File: src/hw/rtl/mm3_pkg.sv
// shared types, constants and helpers for the murmur3 x86_32 stream hash
package mm3_pkg;

    localparam int unsigned CNT_W = 4;
    localparam int unsigned LEN_W = 32;

    localparam logic [31:0] C1      = 32'hcc9e2d51;
    localparam logic [31:0] C2      = 32'h1b873593;
    localparam logic [31:0] C3      = 32'h85ebca6b;
    localparam logic [31:0] C4      = 32'hc2b2ae35;
    localparam logic [31:0] MIX_ADD = 32'he6546b64;

    localparam int unsigned ROT_SCR = 15;
    localparam int unsigned ROT_MIX = 13;

    typedef enum logic [2:0] {
        S_IDLE,
        S_SCR,
        S_MIX,
        S_FIN_A,
        S_FIN_B,
        S_FIN_C
    } t_state;

    typedef struct packed {
        logic ld;
        logic run;
    } t_lane_ctrl;

    typedef struct packed {
        logic start;
        logic mix;
        logic fin_a;
        logic fin_b;
        logic tail;
    } t_mix_ctrl;

    function automatic logic [31:0] f_rotl(input logic [31:0] x, input int unsigned r);
        return (x << r) | (x >> (32 - r));
    endfunction

endpackage

File: src/hw/rtl/mm3_lane.sv
// one block scramble lane: multiply, rotate, multiply over two register stages
module mm3_lane
    import mm3_pkg::*;
(
    input  logic        i_clk,
    input  t_lane_ctrl  i_ctrl,
    input  logic [31:0] i_word,
    output logic [31:0] o_scr
);

    logic [31:0] r_m1;
    logic [31:0] r_scr;

    always_ff @(posedge i_clk) begin
        if (i_ctrl.ld) begin
            r_m1 <= i_word * C1;
        end
        if (i_ctrl.run) begin
            r_scr <= f_rotl(r_m1, ROT_SCR) * C2;
        end
    end

    assign o_scr = r_scr;

endmodule

File: config.mk
export PLATFORM = sky130hd
export DESIGN_NAME = mm3_lane
export DESIGN_NICKNAME = d
export VERILOG_FILES = /design/src/hw/rtl/mm3_pkg.sv /design/src/hw/rtl/mm3_lane.sv
export SDC_FILE = /design/constraint.sdc
export NUM_CORES = 1
export LEC_CHECK = 0
export BUFFER_PORTS_ARGS = -buffer_cell sky130_fd_sc_hd__clkbuf_2
export CAP_MARGIN = 20
export CORE_ASPECT_RATIO = 1.5
export CORE_MARGIN = 1
export CORE_UTILIZATION = 55
export DETAILED_ROUTE_END_ITERATION = 8
export MAX_ROUTING_LAYER = met4
export PLACE_DENSITY = 0.79
export SYNTH_ARGS = -nofsm -noshare
export SYNTH_HDL_FRONTEND = slang
export SYNTH_SLANG_ARGS = --single-unit
File: constraint.sdc
create_clock -name i_clk -period 8.51 [get_ports i_clk]
set_input_delay 0 -clock i_clk [delete_from_list [all_inputs] [get_ports i_clk]]
set_output_delay 0 -clock i_clk [all_outputs]
set_load 0.02 [all_outputs]
After elaboration in Yosys (flattened, before gate mapping):

Cells that the tools add are included.

* word-level logic and storage cells: 5
* input port bits: 35
* output and inout bits: 32
* bits in registers: 64

* bitwise operators: 1
* multipliers: 2

Operator list (count)
* multiplier 32 x 29 -> 32 bit (second input constant): 1
* multiplier 32 x 31 -> 32 bit (second input constant): 1
* OR 32 x 15 -> 32 bit: 1

Depth between registers and ports, before layout:

* depth in word-level cells: 2
* mapped depth: 25
* gate-level depth less buffers: 25

Worst setup path after synthesis:

No wires, ideal clock.

* path type: register to register
* start point: register r_m1[26]
* end point: register r_scr[31] (netlist: o_scr[31]), data pin
* clock period less this slack: 6.193 ns
* required time: 8.248 ns
* setup time: 0.262 ns
* path slack: 2.317 ns
* path buffers: 0
* arrival time: 5.931 ns
* stages on the path, launching flop included: 22
* cells stage by stage: edfxtp_1 -> ha_1 -> fa_1 -> fa_1 -> inv_1 -> fa_1 -> inv_1 -> fa_1 -> fa_1 -> fa_1 -> inv_1 -> fa_1 -> inv_1 -> ha_1 -> a21o_1 -> a21o_1 -> a21o_1 -> a41o_1 -> a21oi_2 -> o21ai_1 -> a211oi_1 -> xnor2_1

* longest elaborated chain between the ends: 2

RTL lines
* start: declaration: RTL line mm3_lane.sv:11 `logic [31:0] r_m1;`
* start signal: assignment: RTL line mm3_lane.sv:16 `r_m1 <= i_word * C1;`
* OR 32 x 15 -> 32 bit: RTL line mm3_pkg.sv:39 `return (x << r) | (x >> (32 - r));`
* multiplier 32 x 29 -> 32 bit: RTL line mm3_lane.sv:19 `r_scr <= f_rotl(r_m1, ROT_SCR) * C2;`
* end signal: assignment: RTL line mm3_lane.sv:19
* end: declaration: RTL line mm3_lane.sv:12 `logic [31:0] r_scr;`

Every way passes these cells.
A chain may end at the register's enable or synchronous reset.

Worst setup path after layout:

Ends and elaborated chain as after synthesis.

==> results.toml <==
[clock_network]
htreeDepth = 3
tritoncts = "done"
clkTransAtPathRegs_ns = 0.06
post_cts_buffers = 0
holdBufCountCts = 0
cts_buffers = 9
cts_resized = 0
cts_sinks = 64
root_buffer = "clkbuf_16"
ctsLongestPathBuffers = 2
insertion_delay_ns = 0.36

[cells_and_area]
n_antenna_cell = 0
nets = 2575
finalInstanceArea_um2 = 19300
area_delta_synth_final_pct = 6.04
layout.cells.most_common_list = "576 x inv_1, 397 x ha_1, 321 x fa_1, 95 x xnor2_1, 66 x clkbuf_2"
n_fill_cell = 2673
mostFrequentLayoutCell = "inv_1"
stdcell_count = 2241
drive_gt1_share_pct = 5.20

[drt]
drtIter0Drc = 354
antenna_left = 0
wirelength_um = 42200
routed-wl-met2_um = 23500
drt-met1-wl_um = 14500
wl_met3_um = 1060
drt-vias-per-instance = 5.27
top_layer = "met4"
wl_per_cell_um = 18.8
drtPass1Iterations = 5
dr_total_vias = 11800
drc = 0

[timing]
tightest_slew_ns = 0.877
grt_setup_unrepaired = "false"
finalCritPeriodShare_pct = 79.6
max-slew-margin-rel_pct = 41.6
hold_violations = 0
tns_ns = 0
setup_violations = 0
final_max_slew_viol_count = 0
clock_skew_ns = 0.00756
fin_crit_ns = 6.77
achievable-frequency_mhz = 148
hold_ws_ns = 0.100

[die]
dieWidth_um = 150
dieHeight_um = 225
num_io_pins = 67
die_area_um2 = 33800
coreArea_um2 = 32500
initial_utilization_pct = 55.8
row_count = 81

[logic_synthesis]
ys_types = 54
ys_async_sr_fraction_pct = 0
synth_ff_type = "edfxtp_1"
synth_area_leaders = "fa_1 35%, ha_1 27%, inv_1 12%"
ys_ff_latch = 64
synth-edff-count = 64
syn-cell-area_um2 = 18200
yosysSeqAreaShare_pct = 10.6
yosysTopAreaCell = "fa_1"
yosys_warnings = 0
synthCells = 1747
syn_avg_cell_area_um2 = 10.4
synthesis.nets = 2500
synth_top_area_share_pct = 35.4

[setup_path]
worstPathArrival_ns = 6.88
max_stage_delay_ns = 0.75
startpoint_type = "flop"
crit_chain = "ha_1, fa_1, fa_1, inv_1, fa_1, inv_1, fa_1, fa_1, fa_1, inv_1, fa_1, inv_1, ha_1, a21o_1, a21o_1, a21o_1, a41o_1, a21oi_2, o21ai_1, a211oi_1, xnor2_1"
end_kind = "flop"
critPathKind = "reg -> reg"
crit_slowest_cell = "edfxtp_1"
crit_top_cell = "fa_1"
crit_required_ns = 8.62
ff2ff_path_depth = 21
path_max_fanout = 9

[grt]
grt_max_degree = 33
track_usage_pct = 28.0
grt_overflow = 0
antenna_found_initial = 0
grt_pass1_vias = 13700
grt_pass1_wl_um = 68000

[worst_hold_path]
hold_class = "in -> reg"
hold_depth = 1

[place]
postPlaceCellArea_um2 = 19000
place_inst = 2226
place_congestion = 0.979
post-dp-hpwl_um = 37600
io_buffers = 66

[run_status]
status = "completed"

[run]
cap_violations = 0
## state kept, by name (all words and copies together) (netlist names)
| signal | count |
|---|---|
| o_scr | 32 |
| r_m1 | 32 |
## worst max-delay path, delay by kind of cell, from the launching register on
family	cells	cell delay, ns
compound gates	7	1.46
xor+xnor	1	0.10
fa+ha+maj	9	3.98
buf+inv	4	0.22
flops	1	0.75
## layer usage
layer  up-vias  GRT usage (%)
li1       5530              -
met1      5873           26.4
met2       274           52.7
met3       133           2.76
met4         0           18.4
met5         -              -
## cell type report
| cell class | count | area (um^2) | area share (%) |
|---|---|---|---|
| multi-input cells | 1105 | 14100 | 73.1 |
| clock inverters | 4 | 22.5 | 0.117 |
| repair buffers | 66 | 330 | 1.71 |
| flip-flops and latches | 64 | 1920 | 9.98 |
| inverters | 576 | 2160 | 11.2 |
| clock buffers | 11 | 233 | 1.21 |
| well taps | 415 | 519 | 2.70 |
## cells in the mapped netlist, types with 2 or more instances
library cell / instances
o41ai_1: 2
a31oi_1: 6
o21ai_1: 7
and3_1: 3
or2_2: 3
o211ai_1: 4
nand2b_1: 9
nand3b_1: 2
nand2_1: 29
o21bai_1: 7
fa_1: 321
a21oi_2: 2
edfxtp_1: 64
a21oi_1: 38
a31oi_2: 2
nand3_1: 9
and2_1: 2
a211oi_1: 7
nand4b_1: 3
inv_1: 576
or3_1: 2
xor2_1: 31
o21ai_0: 13
a21o_1: 30
xnor2_1: 95
nor2_1: 38
nor3_1: 7
a21boi_0: 2
o21a_1: 8
a41o_1: 2
ha_1: 397
nand4_1: 2
or4b_1: 2
clkbuf_1: 2
## final timing paths
| kind | startpoint | endpoint | slack (ns) |
|---|---|---|---|
| max | r_m1[26] | o_scr[31] | 1.74 |
| min | i_word[3] | r_m1[3] | 0.10 |
| min reg2reg | r_m1[17] | o_scr[0] | 1.00 |
| max reg2reg | r_m1[26] | o_scr[31] | 1.74 |
## through the flow
step | util, % | setup slack (ns)
after floorplan | - | 2.32
after global placement | 58.4 | 1.96
after detailed placement | 58.4 | 1.77
after CTS | 59.2 | 1.76
after global routing | 59.2 | 1.42
final | 59.2 | 1.74
## cell families after synthesis
family	after synthesis	synth area share [%]
buffers and inverters	578	11.9
adders and majority gates	718	62.7
muxes	1	0.0551
AOI/OAI and AO/OA	146	5.64
xor gates and xnor gates	126	6.07
DFF	64	10.6
and+or+nand+nor	114	3.00
Power is left out: the tool's default activity adds up to more than one toggle a clock period on the data nets, which glitch-free logic cannot reach.
