## config.mk

```make
export PLATFORM = sky130hd
export DESIGN_NAME = mm3_mix
export DESIGN_NICKNAME = d
export VERILOG_FILES = /design/src/hw/rtl/mm3_pkg.sv /design/src/hw/rtl/mm3_mix.sv
export SDC_FILE = /design/constraint.sdc
export NUM_CORES = 1
export LEC_CHECK = 0
export BUFFER_PORTS_ARGS = -buffer_cell sky130_fd_sc_hd__buf_2
export CORE_MARGIN = 8
export CORE_UTILIZATION = 58
export CTS_BUF_LIST = sky130_fd_sc_hd__clkbuf_4 sky130_fd_sc_hd__clkbuf_8
export DETAILED_ROUTE_END_ITERATION = 8
export GPL_TIMING_DRIVEN = 1
export PLACE_DENSITY_LB_ADDON = 0.2
export SLEW_MARGIN = 0
export SYNTH_ARGS = -nofsm -noshare
export SYNTH_HDL_FRONTEND = slang
export SYNTH_SLANG_ARGS = --single-unit
```

## constraint.sdc

```tcl
create_clock -name i_clk -period 8.4 [get_ports i_clk]
set_input_delay 0.42 -clock i_clk [delete_from_list [all_inputs] [get_ports i_clk]]
set_output_delay 0.42 -clock i_clk [all_outputs]
set_load 0.1 [all_outputs]
```

## src/hw/rtl/mm3_pkg.sv

```systemverilog
// shared types, constants and helpers for the murmur3 x86_32 stream hash
package mm3_pkg;

    localparam int unsigned CNT_W = 4;
    localparam int unsigned LEN_W = 32;

    localparam logic [31:0] C1      = 32'hcc9e2d51;
    localparam logic [31:0] C2      = 32'h1b873593;
    localparam logic [31:0] C3      = 32'h85ebca6b;
    localparam logic [31:0] C4      = 32'hc2b2ae35;
    localparam logic [31:0] MIX_ADD = 32'he6546b64;

    localparam int unsigned ROT_SCR = 15;
    localparam int unsigned ROT_MIX = 13;

    typedef enum logic [2:0] {
        S_IDLE,
        S_SCR,
        S_MIX,
        S_FIN_A,
        S_FIN_B,
        S_FIN_C
    } t_state;

    typedef struct packed {
        logic ld;
        logic run;
    } t_lane_ctrl;

    typedef struct packed {
        logic start;
        logic mix;
        logic fin_a;
        logic fin_b;
        logic tail;
    } t_mix_ctrl;

    function automatic logic [31:0] f_rotl(input logic [31:0] x, input int unsigned r);
        return (x << r) | (x >> (32 - r));
    endfunction

endpackage

```

## src/hw/rtl/mm3_mix.sv

```systemverilog
// merge stage: running hash accumulator, body mix, tail and fmix32 finalization
module mm3_mix
    import mm3_pkg::*;
(
    input  logic             i_clk,
    input  t_mix_ctrl        i_ctrl,
    input  logic [31:0]      i_seed,
    input  logic [31:0]      i_scr,
    input  logic [LEN_W-1:0] i_len,
    output logic [31:0]      o_hash
);

    logic [31:0] r_acc;
    logic [31:0] r_fin;
    logic [31:0] acc_rot;
    logic [31:0] acc_next;
    logic [31:0] h_pre;
    logic [31:0] h_sh;
    logic [31:0] f_sh;

    always_comb begin
        acc_rot  = f_rotl(r_acc ^ i_scr, ROT_MIX);
        // times five as shift plus add
        acc_next = (acc_rot << 2) + acc_rot + MIX_ADD;
        h_pre    = r_acc ^ (i_ctrl.tail ? i_scr : 32'h0) ^ i_len;
        h_sh     = h_pre ^ (h_pre >> 16);
        f_sh     = r_fin ^ (r_fin >> 13);
    end

    always_ff @(posedge i_clk) begin
        if (i_ctrl.start) begin
            r_acc <= i_seed;
        end else if (i_ctrl.mix) begin
            r_acc <= acc_next;
        end
        if (i_ctrl.fin_a) begin
            r_fin <= h_sh * C3;
        end else if (i_ctrl.fin_b) begin
            r_fin <= f_sh * C4;
        end
    end

    assign o_hash = r_fin ^ (r_fin >> 16);

endmodule

```

# Word-level counts from Yosys, hierarchy flattened
# Cells that the tools add are included.
[classes]
multipliers = 2
bitwise_logic = 7
reduce_logical = 2
add_sub_neg = 2
muxes = 5
[ops]
columns = ["op", "count"]
rows = [
  ["32-bit two-way mux", 5],
  ["32-bit XOR", 3],
  ["32-bit by 16-bit XOR with 32-bit output", 2],
  ["32-bit adder", 1],
  ["32-bit adder, second input constant", 1],
  ["32-bit by 31-bit multiplier with 32-bit output, second input constant", 1],
  ["32-bit by 32-bit multiplier with 32-bit output, second input constant", 1],
  ["32-bit by 13-bit bitwise OR with 32-bit output", 1],
  ["32-bit by 19-bit XOR with 32-bit output", 1],
  ["2-bit nonzero test", 2],
]
[word_totals]
elab_cells = 20
out_inout_bits = 32
register_bits = 64

# Longest topological paths before layout
[depth]
word_depth = 6
depth_mapped = 29

# Least setup slack after synthesis
# No wires, ideal clock.
[synth_path]
path_type = "input-to-reg"
start = "in i_ctrl[0] (netlist name)"
end = "reg r_fin[31], data pin"
slack_ns = 0.614
stages = 27
arrival_ns = 7.525
required_time_ns = 8.139
path_cell_list = "buf_2 > buf_1 > clkbuf_1 > nand2_1 > xnor2_1 > xor2_1 > ha_1 > ha_1 > fa_1 > inv_1 > fa_1 > inv_1 > fa_1 > inv_1 > fa_1 > inv_1 > fa_1 > fa_1 > ha_1 > a21o_1 > a31oi_1 > or3b_1 > o21ai_2 > a21oi_2 > o31ai_4 > a211oi_2 > a221o_1"
[synth_via]
elab_chain_len = 6
[synth_rtl]
columns = ["item", "line", "source"]
rows = [
  ["start, declared", "mm3_mix.sv:6", "input t_mix_ctrl i_ctrl,"],
  ["32-bit two-way mux", "mm3_mix.sv:25", "h_pre = r_acc ^ (i_ctrl.tail ? i_scr : 32'h0) ^ i_len;"],
  ["32-bit XOR (2 in series)", "mm3_mix.sv:25", ""],
  ["32-bit by 16-bit XOR with 32-bit output", "mm3_mix.sv:26", "h_sh = h_pre ^ (h_pre >> 16);"],
  ["32-bit by 32-bit multiplier with 32-bit output", "mm3_mix.sv:37", "r_fin <= h_sh * C3;"],
  ["32-bit two-way mux", "mm3_mix.sv:36", "if (i_ctrl.fin_a) begin"],
  ["end signal, assigned", "mm3_mix.sv:37", ""],
  ["end signal, assigned", "mm3_mix.sv:39", "r_fin <= f_sh * C4;"],
  ["end, declared", "mm3_mix.sv:14", "logic [31:0] r_fin;"],
]
# No other way between the ends.
# A chain may end at the register's enable or synchronous reset.

# Final worst setup path
[layout_path]
start = "reg r_acc[27]"
end = "reg r_fin[31], data pin"
[layout_via]
elab_chain_len = 5
[layout_rtl]
columns = ["item", "line", "source"]
rows = [
  ["start, declared", "mm3_mix.sv:13", "logic [31:0] r_acc;"],
  ["start signal, assigned", "mm3_mix.sv:32", "r_acc <= i_seed;"],
  ["start signal, assigned", "mm3_mix.sv:34", "r_acc <= acc_next;"],
  ["32-bit XOR (2 in series)", "mm3_mix.sv:25", ""],
  ["32-bit by 16-bit XOR with 32-bit output", "mm3_mix.sv:26", ""],
  ["32-bit by 32-bit multiplier with 32-bit output", "mm3_mix.sv:37", ""],
  ["32-bit two-way mux", "mm3_mix.sv:36", ""],
]
# No other way between the ends.

==> reports/results.ini <==
[run_status]
status = finished, final reports clean

[global_routing]
overflow = 0
grt_pass1_wl_mm = 112
antenna_found_initial = 0
grt_max_degree = 60
grt_pass1_vias = 19100
grt_usage_pct = 32.1

[cts]
clk_latency_ns = 0.41
clk_pin_slew_ns = 0.09
clockBufferDepth = 2
clock-root-buffer = clkbuf_8
numCtsBuffers = 9
cts_tree = done
cts-htree-levels = 3
post_cts_resize_count = 0
cts.hold.buffers_added = 0
cts_setup_buffers = 0
clock_sinks = 64

[logic_synthesis]
yosys_most_used_dff = edfxtp_1
yosysWarnings = 0
syn-instance-count = 2386
ys_seq_elements = 64
yosysTopAreaCellShare_pct = 33.4
synth.area.top_cells = fa_1 33%, ha_1 23%, inv_1 11%
synth_edf_count = 64
yosysSeqAreaShare_pct = 8.18
synth_nets = 3319
synth_area_um2 = 23500
synth_top_area_cell = fa_1
async_flop_share_pct = 0
yosysUniqueCellTypes = 67
avgSynthCellArea_um2 = 9.84

[setup_path]
r2r_cells = 26
crit_arrival_ns = 7.92
cp-startpoint = r_acc[27]
cp.required_ns = 8.56
crit_type = reg2reg
rrSetupSlack_ns = 0.64
end_kind = flip-flop
reg2reg_from = r_acc[27]
startpoint_type = flip-flop
worstPathMaxFanout = 7

[sta]
hold_violations = 0
relSlewSlack_pct = 40.2
rsz0062_at_grt = false
worstMarginPinSlew_ns = 0.897
finalCritPeriodShare_pct = 92.4
clock_skew_ns = 0.0146
timing.final.ws_setup_ns = 0.641
fin_crit_ns = 7.76
finalSetupViolCount = 0
clock.fmax_ghz = 0.129
setup_tns_ns = 0
slew_violations = 0

[final_layout]
area_growth_syn_to_layout_pct = 7.24
drive_above_1_share_pct = 9.12
layout.cells.non_filler = 3079
nets = 3482
final_util_pct = 63.2
antenna_cells = 0
fill_cells = 3388

[die]
die_area_um2 = 47200
core_um2 = 39800
die_w_um = 217
start_util_pct = 59.0
io_pins = 134
row_count = 73
die_y_um = 217

[drt]
wl_per_cell_um = 24.0
drt_wl_total_mm = 73.9
postRouteAntennaNets = 0
viasPerCell = 5.53
drtPass1Iterations = 5
vias = 17000
drt-initial-drc-count = 1039
drc = 0

[place]
hpwlAfterDp_mm = 67.3
post-place-ws_ns = 0.229
dp.cells = 3063
io_buffers = 133
gp_congestion = 1.01

[min_path]
worstHoldStart = i_seed[29]
whs_path_depth = 3
hold_class = in2reg

[job]
maxCapViolations = 0

area by class of cell:
class	count	area [µm²]	area share [%]
repair buffers	186	1060	4.22
flip-flops and latches	64	1920	7.63
multi-input cells	1628	18900	75.0
well taps	525	657	2.61
inverters	660	2480	9.84
clock buffers	10	131	0.522
clock inverters	6	36.3	0.144
synthesized netlist by cell type (3+ instances only):
library cell	count
a21oi_2	3
o21ai_1	6
or2_2	4
a211o_1	4
mux2_2	7
o211ai_1	6
o22ai_1	3
xor2_1	101
and3_1	5
fa_1	392
a31oi_1	5
o21bai_1	14
xnor2_1	173
nand3_1	10
inv_1	660
nor3_1	18
nor2_1	50
xnor2_2	3
nor4_1	3
edfxtp_1	64
o31a_1	3
nand4_1	5
nand2_1	103
clkbuf_1	15
nor3b_1	5
a21o_1	40
o31ai_1	13
o21ai_0	51
or3_1	7
and2_1	5
a21oi_1	68
mux2i_1	4
nand2b_1	9
ha_1	439
nor4b_1	4
nor2b_1	3
o21a_1	11
a211oi_2	6
a211oi_1	12
buf_4	16
through the flow:
step                      hold slack, ns  instance area (µm²)
after detailed placement           0.699                25000
final                              0.274                25200
after floorplan                    0.599                23500
after global routing               0.281                25200
after CTS                          0.256                25200
after global placement             0.701                25000
flip-flops by register name (all words and copies together) (netlist names):
signal  flops
r_acc      32
r_fin      32
layer usage:
| layer | vias to the layer above | GRT usage, % | wire length [µm] |
|---|---|---|---|
| met4 | 0 | 17.7 | 4840 |
| met3 | 190 | 4.44 | 3680 |
| met1 | 8421 | 35.0 | 27500 |
| met2 | 622 | 59.4 | 37900 |
| met5 | - | 0 | 0 |
| li1 | 7800 | - | - |
critical path: stages (launching register included):
cell and delay, ns:
edfxtp_1 0.43, xor2_1 0.19, xnor2_1 0.61, xnor2_1 0.20, buf_4 0.24, ha_1 0.26
ha_1 0.30, fa_1 0.52, inv_1 0.06, fa_1 0.47, inv_1 0.05, fa_1 0.45
ha_1 0.30, fa_1 0.49, inv_1 0.05, fa_1 0.47, inv_1 0.04, ha_1 0.36
nor2_1 0.08, a211oi_2 0.25, a31oi_1 0.18, or3b_1 0.44, o21ai_2 0.23, a21oi_2 0.12
o31ai_4 0.31, a211oi_2 0.11, a221o_1 0.27
cells by family after synthesis:
| kind of cell | count (synthesis) | synth area share (%) |
|---|---|---|
| XOR/XNOR | 279 | 10.6 |
| AND/OR/NAND/NOR | 237 | 4.66 |
| multiplexers | 11 | 0.506 |
| buffers and inverters | 694 | 11.4 |
| adder cells (fa/ha/maj) | 831 | 56.8 |
| flip-flops | 64 | 8.18 |
| AO/OA/AOI/OAI | 270 | 7.87 |
worst paths after layout:
kind,endpoint
hold reg to reg,r_acc[0]
setup reg to reg,r_fin[31]
hold / removal,r_acc[29]
setup / recovery,r_fin[31]
placed cells by master, fill, tap and decap left out, types with 10 or more instances in the layout:
cell type  count
buf_2        133
ha_1         439
a21oi_1       68
a21o_1        40
nor3_1        18
a211oi_1      12
fa_1         392
o21bai_1      14
o21a_1        11
o31ai_1       13
xor2_1       101
nand3_1       10
xnor2_1      173
nand2_1      103
buf_4         53
o21ai_0       51
inv_1        660
nor2_1        50
edfxtp_1      64
Power is not shown: default switching activity piles up to over one toggle a cycle in this logic, so the estimate is an artifact.
